**config.mk**
```make
export PLATFORM = sky130hd
export DESIGN_NAME = subtask_dependency_dispatcher_flat
export DESIGN_NICKNAME = d
export VERILOG_FILES = /design/src/sdd_pkg.sv /design/src/sdd_if.sv /design/src/sdd_row_mem.sv /design/src/subtask_dependency_dispatcher.sv /design/src/flat_wrapper.sv
export VERILOG_INCLUDE_DIRS = /design/src /design/src/src
export SDC_FILE = /design/constraint.sdc
export NUM_CORES = 1
export LEC_CHECK = 0
export BUFFER_PORTS_ARGS = -buffer_cell sky130_fd_sc_hd__buf_2
export CAP_MARGIN = 20
export CORE_UTILIZATION = 48
export DETAILED_ROUTE_END_ITERATION = 6
export SYNTH_ARGS = -nofsm -noshare
export SYNTH_HDL_FRONTEND = slang
export SYNTH_SLANG_ARGS = --single-unit
```
**constraint.sdc**
```tcl
create_clock -name clk -period 7.3 [get_ports clk]
set_input_delay 0.365 -clock clk [delete_from_list [all_inputs] [get_ports clk]]
set_output_delay 0.365 -clock clk [all_outputs]
set_load 0.02 [all_outputs]
```
**src/subtask_dependency_dispatcher_defines.svh**
```systemverilog
// Assertion macros shared by the dependency dispatcher RTL.
// Needs signals named clk and rst_n in the scope where a macro is used.
`ifndef SUBTASK_DEPENDENCY_DISPATCHER_DEFINES_SVH
`define SUBTASK_DEPENDENCY_DISPATCHER_DEFINES_SVH

`ifndef NO_ASSERTIONS

// The expression holds at every clock edge outside reset.
`define SDD_ASSERT_ALWAYS(name, expr) \
  name: assert property (@(posedge clk) disable iff (!rst_n) (expr)) \
    else $error("invariant violated");

// The consequent holds in the same cycle as the antecedent.
`define SDD_ASSERT_IMP(name, ante, cons) \
  name: assert property (@(posedge clk) disable iff (!rst_n) (ante) |-> (cons)) \
    else $error("same-cycle implication violated");

// The consequent holds in the cycle after the antecedent.
`define SDD_ASSERT_NEXT(name, ante, cons) \
  name: assert property (@(posedge clk) disable iff (!rst_n) (ante) |=> (cons)) \
    else $error("next-cycle implication violated");

`else

`define SDD_ASSERT_ALWAYS(name, expr)
`define SDD_ASSERT_IMP(name, ante, cons)
`define SDD_ASSERT_NEXT(name, ante, cons)

`endif

`endif

```
**src/sdd_pkg.sv**
```systemverilog
// Shared types, widths, command codes and mask helpers of the dependency dispatcher.
// No dependencies; every other file of the block but the macro header refers to it by scoped names.
package sdd_pkg;

  localparam int NODE_W = 5;
  localparam int ROW_W  = 32;
  localparam int CNT_W  = 6;
  localparam int CODE_W = 32;

  typedef enum logic [1:0] {
    CMD_LOAD  = 2'd0,
    CMD_START = 2'd1,
    CMD_DONE  = 2'd2,
    CMD_RSVD  = 2'd3
  } cmd_t;

  localparam logic KIND_DISPATCH = 1'b0;
  localparam logic KIND_COMPLETE = 1'b1;

  // Mask with the low count bits set; a count of 32 or more sets all bits.
  function automatic logic [ROW_W-1:0] graph_mask(input logic [CNT_W-1:0] count);
    logic [ROW_W:0] wide;
    wide = ({{ROW_W{1'b0}}, 1'b1} << count) - {{ROW_W{1'b0}}, 1'b1};
    if (count >= CNT_W'(ROW_W)) begin
      return '1;
    end
    return wide[ROW_W-1:0];
  endfunction

  // Index of the single set bit of a one-hot word.
  function automatic logic [NODE_W-1:0] onehot_index(input logic [ROW_W-1:0] oh);
    logic [NODE_W-1:0] idx;
    idx = '0;
    for (int i = 0; i < ROW_W; i++) begin
      if (oh[i]) begin
        idx = idx | NODE_W'(i);
      end
    end
    return idx;
  endfunction

endpackage

```
**src/sdd_if.sv**
```systemverilog
// Handshake channel interfaces for the dependency dispatcher: command words in, results out.
// Depends on sdd_pkg for field widths.
interface sdd_in_if;
  logic                       valid;
  logic                       ready;
  logic [1:0]                 command;
  logic [sdd_pkg::NODE_W-1:0] node_index;
  logic [sdd_pkg::ROW_W-1:0]  row_bits;
  logic [sdd_pkg::CNT_W-1:0]  node_count;
  logic [sdd_pkg::CODE_W-1:0] return_code;

  modport source (output valid, command, node_index, row_bits, node_count, return_code,
                  input ready);
  modport sink   (input valid, command, node_index, row_bits, node_count, return_code,
                  output ready);
endinterface

interface sdd_out_if;
  logic                       valid;
  logic                       ready;
  logic                       kind;
  logic [sdd_pkg::NODE_W-1:0] dispatch_index;
  logic [sdd_pkg::CODE_W-1:0] final_code;
  logic                       last;

  modport source (output valid, kind, dispatch_index, final_code, last, input ready);
  modport sink   (input valid, kind, dispatch_index, final_code, last, output ready);
endinterface

```
**src/sdd_row_mem.sv**
```systemverilog
// Adjacency row store: one write port and one read port with registered read data.
// Depends on sdd_pkg for the row width.
module sdd_row_mem #(
  parameter int DEPTH = 32,
  parameter int AW    = 5
) (
  input  logic                      clk,
  input  logic                      wr_en,
  input  logic [AW-1:0]             wr_addr,
  input  logic [sdd_pkg::ROW_W-1:0] wr_data,
  input  logic                      rd_en,
  input  logic [AW-1:0]             rd_addr,
  output logic [sdd_pkg::ROW_W-1:0] rd_data
);

  logic [sdd_pkg::ROW_W-1:0] mem_r [DEPTH];
  logic [sdd_pkg::ROW_W-1:0] rd_data_r;

  always_ff @(posedge clk) begin
    if (wr_en) begin
      mem_r[wr_addr] <= wr_data;
    end
  end

  always_ff @(posedge clk) begin
    if (rd_en) begin
      rd_data_r <= mem_r[rd_addr];
    end
  end

  assign rd_data = rd_data_r;

endmodule

```
**src/subtask_dependency_dispatcher.sv**
```systemverilog
// Top level of the task graph dependency scoreboard and dispatcher.
// Depends on sdd_pkg, sdd_in_if/sdd_out_if, sdd_row_mem and the assertion macro header.
//
//   channel  | direction | word
//   in_ch    | in        | command, node_index, row_bits, node_count, return_code
//   out_ch   | out       | kind, dispatch_index, final_code, last
//
// A load word is taken in the idle state. A start or done word is accepted, then the row
// memory is read one row per cycle over the N active rows (N is the active node count),
// the ready set is formed and results, if any, leave one per cycle while out_ch has room.
// The single read port of the row memory sets the length of the sweep.
// Reset (rst_n low, synchronous) clears the pending, outstanding and graph masks, the accumulator
// and the node count; rows hold nothing defined until loaded. A stalled out_ch holds S_EMIT.
`include "subtask_dependency_dispatcher_defines.svh"

module subtask_dependency_dispatcher #(
  parameter int MAX_NODES = 32
) (
  input  logic        clk,
  input  logic        rst_n,
  sdd_in_if.sink      in_ch,
  sdd_out_if.source   out_ch
);

  localparam int DEPTH = (MAX_NODES < 32) ? MAX_NODES : 32;
  localparam int AW    = (DEPTH > 1) ? $clog2(DEPTH) : 1;

  typedef enum logic [1:0] {
    S_IDLE,
    S_SWEEP,
    S_READY,
    S_EMIT
  } state_t;

  state_t                      state_r, state_nxt;
  logic [sdd_pkg::ROW_W-1:0]   pend_r, pend_nxt;
  logic [sdd_pkg::ROW_W-1:0]   outst_r, outst_nxt;
  logic [sdd_pkg::CODE_W-1:0]  acc_r, acc_nxt;
  logic [sdd_pkg::CNT_W-1:0]   active_r, active_nxt;
  logic [sdd_pkg::ROW_W-1:0]   gmask_r, gmask_nxt;
  logic [sdd_pkg::ROW_W-1:0]   cols_r, cols_nxt;
  logic [sdd_pkg::ROW_W-1:0]   rdy_set_r, rdy_set_nxt;
  logic [sdd_pkg::CNT_W-1:0]   cnt_r, cnt_nxt;
  logic                        rd_vld_r, rd_vld_nxt;
  logic                        is_start_r, is_start_nxt;
  logic                        cpl_r, cpl_nxt;

  logic                        out_valid_r, out_valid_nxt;
  logic                        out_kind_r, out_kind_nxt;
  logic [sdd_pkg::NODE_W-1:0]  out_idx_r, out_idx_nxt;
  logic [sdd_pkg::CODE_W-1:0]  out_code_r, out_code_nxt;
  logic                        out_last_r, out_last_nxt;

  logic                        mem_we;
  logic [AW-1:0]               mem_wa;
  logic [sdd_pkg::ROW_W-1:0]   mem_wd;
  logic                        mem_re;
  logic [sdd_pkg::ROW_W-1:0]   mem_rd;

  sdd_pkg::cmd_t               cmd;
  logic [sdd_pkg::CNT_W-1:0]   count_sat;
  logic [sdd_pkg::ROW_W-1:0]   node_bit;
  logic                        node_in_mem;
  logic                        retired;
  logic                        slot_free;
  logic [sdd_pkg::ROW_W-1:0]   low_bit;
  logic [sdd_pkg::ROW_W-1:0]   rdy_rem;

  assign cmd         = sdd_pkg::cmd_t'(in_ch.command);
  assign node_bit    = {{(sdd_pkg::ROW_W-1){1'b0}}, 1'b1} << in_ch.node_index;
  assign node_in_mem = {1'b0, in_ch.node_index} < sdd_pkg::CNT_W'(DEPTH);
  assign retired     = |(outst_r & node_bit);
  assign slot_free   = !out_valid_r || out_ch.ready;
  assign low_bit     = rdy_set_r & (~rdy_set_r + {{(sdd_pkg::ROW_W-1){1'b0}}, 1'b1});
  assign rdy_rem     = is_start_r ? (rdy_set_r & ~low_bit) : '0;

  // A zero count means one node; larger counts saturate to the row store depth.
  always_comb begin
    if (in_ch.node_count == '0) begin
      count_sat = sdd_pkg::CNT_W'(1);
    end else if (in_ch.node_count > sdd_pkg::CNT_W'(DEPTH)) begin
      count_sat = sdd_pkg::CNT_W'(DEPTH);
    end else begin
      count_sat = in_ch.node_count;
    end
  end

  sdd_row_mem #(
    .DEPTH (DEPTH),
    .AW    (AW)
  ) u_rows (
    .clk     (clk),
    .wr_en   (mem_we),
    .wr_addr (mem_wa),
    .wr_data (mem_wd),
    .rd_en   (mem_re),
    .rd_addr (cnt_r[AW-1:0]),
    .rd_data (mem_rd)
  );

  always_comb begin
    state_nxt     = state_r;
    pend_nxt      = pend_r;
    outst_nxt     = outst_r;
    acc_nxt       = acc_r;
    active_nxt    = active_r;
    gmask_nxt     = gmask_r;
    cols_nxt      = cols_r;
    rdy_set_nxt   = rdy_set_r;
    cnt_nxt       = cnt_r;
    rd_vld_nxt    = rd_vld_r;
    is_start_nxt  = is_start_r;
    cpl_nxt       = cpl_r;
    out_valid_nxt = out_valid_r;
    out_kind_nxt  = out_kind_r;
    out_idx_nxt   = out_idx_r;
    out_code_nxt  = out_code_r;
    out_last_nxt  = out_last_r;
    mem_we        = 1'b0;
    mem_wa        = in_ch.node_index[AW-1:0];
    mem_wd        = in_ch.row_bits;
    mem_re        = 1'b0;

    if (out_valid_r && out_ch.ready) begin
      out_valid_nxt = 1'b0;
    end

    unique case (state_r)
      S_IDLE: begin
        if (in_ch.valid) begin
          unique case (cmd)
            sdd_pkg::CMD_LOAD: begin
              mem_we = node_in_mem;
            end
            sdd_pkg::CMD_START: begin
              active_nxt   = count_sat;
              gmask_nxt    = sdd_pkg::graph_mask(count_sat);
              pend_nxt     = sdd_pkg::graph_mask(count_sat);
              outst_nxt    = sdd_pkg::graph_mask(count_sat);
              acc_nxt      = '0;
              is_start_nxt = 1'b1;
              cpl_nxt      = 1'b0;
              cols_nxt     = '0;
              cnt_nxt      = '0;
              rd_vld_nxt   = 1'b0;
              state_nxt    = S_SWEEP;
            end
            sdd_pkg::CMD_DONE: begin
              // Retiring a node clears its row so later sweeps see it released.
              if (retired) begin
                outst_nxt = outst_r & ~node_bit;
                mem_we    = 1'b1;
                mem_wd    = '0;
                acc_nxt   = acc_r | in_ch.return_code;
              end
              cpl_nxt      = retired && ((outst_r & ~node_bit) == '0);
              is_start_nxt = 1'b0;
              cols_nxt     = '0;
              cnt_nxt      = '0;
              rd_vld_nxt   = 1'b0;
              state_nxt    = S_SWEEP;
            end
            sdd_pkg::CMD_RSVD: begin
            end
          endcase
        end
      end
      S_SWEEP: begin
        // Read data is registered and arrives in the cycle after its address, so the fold runs one row behind.
        if (rd_vld_r) begin
          cols_nxt = cols_r | mem_rd;
        end
        if (cnt_r < active_r) begin
          mem_re     = 1'b1;
          cnt_nxt    = cnt_r + sdd_pkg::CNT_W'(1);
          rd_vld_nxt = 1'b1;
        end else begin
          rd_vld_nxt = 1'b0;
          state_nxt  = S_READY;
        end
      end
      S_READY: begin
        rdy_set_nxt = pend_r & ~cols_r & gmask_r;
        state_nxt   = S_EMIT;
      end
      S_EMIT: begin
        if (slot_free) begin
          if (rdy_set_r != '0) begin
            out_valid_nxt = 1'b1;
            out_kind_nxt  = sdd_pkg::KIND_DISPATCH;
            out_idx_nxt   = sdd_pkg::onehot_index(low_bit);
            out_code_nxt  = '0;
            out_last_nxt  = (rdy_rem == '0) && !cpl_r;
            pend_nxt      = pend_r & ~low_bit;
            rdy_set_nxt   = rdy_rem;
            if ((rdy_rem == '0) && !cpl_r) begin
              state_nxt = S_IDLE;
            end
          end else if (cpl_r) begin
            out_valid_nxt = 1'b1;
            out_kind_nxt  = sdd_pkg::KIND_COMPLETE;
            out_idx_nxt   = '0;
            out_code_nxt  = acc_r;
            out_last_nxt  = 1'b1;
            cpl_nxt       = 1'b0;
            state_nxt     = S_IDLE;
          end else begin
            state_nxt = S_IDLE;
          end
        end
      end
      default: begin
        state_nxt = S_IDLE;
      end
    endcase
  end

  always_ff @(posedge clk) begin
    if (!rst_n) begin
      state_r     <= S_IDLE;
      pend_r      <= '0;
      outst_r     <= '0;
      acc_r       <= '0;
      active_r    <= '0;
      gmask_r     <= '0;
      cnt_r       <= '0;
      rd_vld_r    <= 1'b0;
      is_start_r  <= 1'b0;
      cpl_r       <= 1'b0;
      out_valid_r <= 1'b0;
    end else begin
      state_r     <= state_nxt;
      pend_r      <= pend_nxt;
      outst_r     <= outst_nxt;
      acc_r       <= acc_nxt;
      active_r    <= active_nxt;
      gmask_r     <= gmask_nxt;
      cnt_r       <= cnt_nxt;
      rd_vld_r    <= rd_vld_nxt;
      is_start_r  <= is_start_nxt;
      cpl_r       <= cpl_nxt;
      out_valid_r <= out_valid_nxt;
    end
    cols_r     <= cols_nxt;
    rdy_set_r  <= rdy_set_nxt;
    out_kind_r <= out_kind_nxt;
    out_idx_r  <= out_idx_nxt;
    out_code_r <= out_code_nxt;
    out_last_r <= out_last_nxt;
  end

  assign in_ch.ready           = (state_r == S_IDLE);
  assign out_ch.valid          = out_valid_r;
  assign out_ch.kind           = out_kind_r;
  assign out_ch.dispatch_index = out_idx_r;
  assign out_ch.final_code     = out_code_r;
  assign out_ch.last           = out_last_r;

  `SDD_ASSERT_ALWAYS(a_pend_in_graph, (pend_r & ~gmask_r) == '0)
  `SDD_ASSERT_ALWAYS(a_sweep_bound, cnt_r <= active_r)
  `SDD_ASSERT_IMP(a_complete_is_last, out_valid_r && out_kind_r, out_last_r && out_idx_r == '0)
  `SDD_ASSERT_IMP(a_dispatch_no_code, out_valid_r && !out_kind_r, out_code_r == '0)
  `SDD_ASSERT_NEXT(a_work_starts_sweep, in_ch.valid && in_ch.ready && (cmd == sdd_pkg::CMD_START || cmd == sdd_pkg::CMD_DONE), state_r == S_SWEEP && cnt_r == '0)

endmodule

```
**src/flat_wrapper.sv**
```systemverilog
// flat-port wrapper written by rule: the top's interface ports become plain ports
module subtask_dependency_dispatcher_flat 
#(
  parameter int MAX_NODES = 32
)
  (clk, rst_n, in_ch_valid, in_ch_command, in_ch_node_index, in_ch_row_bits, in_ch_node_count, in_ch_return_code, in_ch_ready, out_ch_valid, out_ch_kind, out_ch_dispatch_index, out_ch_final_code, out_ch_last, out_ch_ready);
  sdd_in_if in_ch_i ();
  sdd_out_if out_ch_i ();
  input  logic clk;
  input  logic rst_n;
  input wire logic [$bits(in_ch_i.valid)-1:0] in_ch_valid;
  input wire logic [$bits(in_ch_i.command)-1:0] in_ch_command;
  input wire logic [$bits(in_ch_i.node_index)-1:0] in_ch_node_index;
  input wire logic [$bits(in_ch_i.row_bits)-1:0] in_ch_row_bits;
  input wire logic [$bits(in_ch_i.node_count)-1:0] in_ch_node_count;
  input wire logic [$bits(in_ch_i.return_code)-1:0] in_ch_return_code;
  output wire logic [$bits(in_ch_i.ready)-1:0] in_ch_ready;
  output wire logic [$bits(out_ch_i.valid)-1:0] out_ch_valid;
  output wire logic [$bits(out_ch_i.kind)-1:0] out_ch_kind;
  output wire logic [$bits(out_ch_i.dispatch_index)-1:0] out_ch_dispatch_index;
  output wire logic [$bits(out_ch_i.final_code)-1:0] out_ch_final_code;
  output wire logic [$bits(out_ch_i.last)-1:0] out_ch_last;
  input wire logic [$bits(out_ch_i.ready)-1:0] out_ch_ready;
  assign in_ch_i.valid = in_ch_valid;
  assign in_ch_i.command = in_ch_command;
  assign in_ch_i.node_index = in_ch_node_index;
  assign in_ch_i.row_bits = in_ch_row_bits;
  assign in_ch_i.node_count = in_ch_node_count;
  assign in_ch_i.return_code = in_ch_return_code;
  assign in_ch_ready = in_ch_i.ready;
  assign out_ch_valid = out_ch_i.valid;
  assign out_ch_kind = out_ch_i.kind;
  assign out_ch_dispatch_index = out_ch_i.dispatch_index;
  assign out_ch_final_code = out_ch_i.final_code;
  assign out_ch_last = out_ch_i.last;
  assign out_ch_i.ready = out_ch_ready;
  subtask_dependency_dispatcher #(.MAX_NODES(MAX_NODES)) u_core (.clk(clk), .rst_n(rst_n), .in_ch(in_ch_i), .out_ch(out_ch_i));
endmodule
```
==> flow_metrics.tcl <==
set metrics [dict create \
    status "completed" \
    synth_flop_cell "edfxtp_1" \
    fin_crit_ns 4.42 \
    postCtsHoldBufs 33 \
    grt_pass1_wl_mm 200 \
    grt_max_degree 162 \
    multi_input_area_sq_um 14000 \
    drv_slew 0 \
    portBuffers 121 \
    cts_made_buffers 136 \
    yosysMostFrequentCell "edfxtp_1" \
    finalCritPeriodShare_pct 60.5 \
    timing_hold_violations_final 0 \
    hold-path-cell-count 2 \
    yosysTopAreaCellShare_pct 66.6 \
    netlist_top_cells_area "edfxtp_1 (67%), mux4_2 (14%), dfxtp_1 (5.6%), nand2_1 (1.5%), nor2_1 (1.4%)" \
    area_growth_pct 14.7 \
    seqPwrFrac_pct 51.6 \
    drt_iter0_drc 2833 \
    switching_share_pct 23.6 \
    cts_sinks 1305 \
    core-area_sq_um 108000 \
    p_leak_uw 0.0190 \
    netlist_instances 2987 \
    avgRoutedWirePerCell_microns 28.9 \
    drv_cap 0 \
    rsz0062_at_grt "false" \
    synthMuxAreaShare_pct 14.7 \
    clk_transition_reported_paths_ns 0.06 \
    cts_tree "done" \
    r2r-start "u_core.outst_r[16]" \
    viasPerCell 6.04 \
    synth_top_family_by_area "multiplexers" \
    p_comb_share_pct 8.4 \
    netlist_area_sq_um 52300 \
    synth_top_area_cell "edfxtp_1" \
    finalSetupViolCount 0 \
    drive_gt1_share_pct 25.0 \
    worstRegToRegCells 11 \
    drtPass1Iterations 7 \
    fin_skew_ns 0.0218 \
    final-seq-area_sq_um 37700 \
    vias 28356 \
    grt_overflow 0 \
    cts_resized 0 \
    n_fill_cell 8196 \
    r2r-end "u_core.u_rows.mem_r[29][30]" \
    crit_type "reg2reg" \
    reg2reg_slack_ns 2.88 \
    ioPinCount 122 \
    yosysWarnings 0 \
    cp.arrival_ns 4.84 \
    clock_latency_ns 0.74 \
    cts_setup_buffers 0 \
    grt_pass1_vias 28880 \
    die_y_microns 332 \
    fmax_mhz 226 \
    rows 120 \
    cp.required_ns 7.72 \
    path_max_fanout 33 \
    routabilityCongestion 0.932 \
    hold_path_end "u_core.u_rows.mem_r[9][13]" \
    final_cells 4696 \
    synth_compound_area_share_pct 4.81 \
    clockBufferDepth 3 \
    setup_tns_ns 0 \
    die_w_microns 332 \
    ant_nets 0 \
    startpoint_type "flop" \
    clock_power_share_pct 40.0 \
    async_reset_ff_share_pct 0 \
    synth_edf_count 1159 \
    nNetsFinal 3275 \
    antenna_found_initial 1 \
    ir_drop_mv 0.238 \
    hold_start "in_ch_row_bits[13]" \
    dp_hpwl_mm 86.4 \
    initial_utilization_pct 48.6 \
    synth_fp_nets 3082 \
    root_buffer "clkbuf_16" \
    synth-adder-area-share_pct 0.374 \
    ys_ff_latch 1305 \
    endpoint_kind "flop" \
    synth.avg_cell_area_sq_um 17.5 \
    drt-total-wl_mm 136 \
    slew_headroom_pct 22.4 \
    holdCritPathClass "in2reg" \
    grt_usage_pct 24.9 \
    power.net_switching_uw 3980 \
    place_inst 4400 \
    synth_seq_area_share_pct 72.2 \
    synthSimpleGateAreaFrac_pct 6.12 \
    yosysUniqueCellTypes 78 \
    synth_common_cells "edfxtp_1 (1159), mux4_2 (320), nand2_1 (202)" \
    h-tree-depth 4 \
    cellPowerDensity_nw_per_um2 282 \
    fp.dieArea_sq_um 110000 \
    power.internal_uw 12900 \
    synth_xor_area_share_pct 0.101 \
    drc 0 \
    tightest_slew_ns 1.16 \
]
==> cell type report <==
class | count | area share (%)
diodes | 2 | 0.00835
inverters | 40 | 0.251
well taps | 1403 | 2.93
multi-input cells | 1453 | 23.3
clock inverters | 60 | 0.837
clock buffers | 189 | 6.43
flip-flops and latches | 1305 | 63.0
repair buffers | 244 | 3.23
==> worst max-delay path: stages, from the launching register on <==
cell	delay [ns]
dfxtp_1	0.33
or3b_1	0.17
a2111oi_0	0.08
a2111oi_0	0.43
o2111ai_1	0.17
nor3_1	0.73
nor2_4	0.06
buf_4	0.35
a31oi_4	0.89
buf_4	0.42
nor2_4	0.12
buf_4	0.32
==> how the worst max path moves through the flow <==
stage	from	end	cells past startpoint	slack [ns]
finish	u_core.outst_r[16]	u_core.u_rows.mem_r[29][30]	11	2.88
detailed placement	in_ch_node_index[2]	u_core.u_rows.mem_r[29][24]	12	2.23
CTS	u_core.outst_r[16]	u_core.u_rows.mem_r[29][30]	11	2.84
global route	u_core.outst_r[16]	u_core.u_rows.mem_r[29][24]	11	2.61
global placement	in_ch_node_index[2]	u_core.u_rows.mem_r[0][11]	12	2.20
floorplan	in_ch_node_index[1]	u_core.u_rows.mem_r[28][0]	10	2.41
==> cell usage in the layout, fill, tap and decap left out, types with 44 or more instances in the layout <==
cell type / Yosys / routed
edfxtp_1: 1159 / 1159
mux4_2: 320 / 320
nand2_1: 202 / 202
nor2_1: 199 / 170
clkbuf_16: 0 / 143
dfxtp_1: 146 / 141
a21oi_1: 127 / 126
buf_2: 9 / 120
and2_1: 65 / 64
buf_4: 0 / 62
o21ai_0: 51 / 51
nand3_1: 46 / 46
o22ai_1: 44 / 44
==> sequential cells by signal (all words and copies together), names as in the netlist <==
register and cells:
u_core.out_ch.dispatch_index 5, u_core.out_ch.kind 1, u_core.u_rows.rd_data 32, u_core.outst_r 32, u_core.u_rows.mem_r 1024, u_core.rdy_set_r 32
u_core.cols_r 32, u_core.active_r 6, u_core.acc_r 32, u_core.state_r 2, u_core.out_ch.final_code 32, u_core.rd_vld_r 1
u_core.pend_r 32, u_core.out_ch.last 1, u_core.out_ch.valid 1, u_core.cpl_r 1, u_core.cnt_r 6, u_core.gmask_r 32
u_core.is_start_r 1
==> per-stage QoR <==
stage                     setup slack [ns]  hold WS (ns)  area (sq um)  util, %  power [uW]
after detailed placement              2.23         0.445         55000     51.2       10200
after global placement                2.20         0.441         54800     50.9       10200
after CTS                             2.84        0.0482         59700     55.6       17000
after global routing                  2.61        0.0460         59900     55.7       17400
final                                 2.88        0.0609         59900     55.7       16900
after floorplan                       2.41         0.429         52300        -        9690
==> power by group through the flow <==
stage          logic, uW  clock network (uW)  registers (uW)
2_1_floorplan        930                   0            8760
3_3_place_gp        1360                   0            8850
3_5_place_dp        1390                   0            8850
4_1_cts             1410                6890            8700
5_1_grt             1540                7150            8730
6_report            1420                6760            8700
==> logic make-up after synthesis <==
logic type / after synthesis
AOI/OAI and AO/OA: 392
other: 1
DFF: 1305
and+or+nand+nor: 675
xor gates and xnor gates: 6
muxes: 363
buffers and inverters: 229
adders and majority gates: 16
==> routing by layer <==
| metal | vias up | track usage (%) | routed length [microns] | part of all wire [%] |
|---|---|---|---|---|
| li1 | 12295 | - | - | - |
| met1 | 14848 | 33.3 | 55400 | 41 |
| met2 | 998 | 42.3 | 69300 | 51 |
| met3 | 215 | 3.11 | 6480 | 4.8 |
| met4 | 0 | 8.87 | 4410 | 3.3 |
| met5 | - | 0 | 0 | 0 |
(Power assumes the default switching activity.)
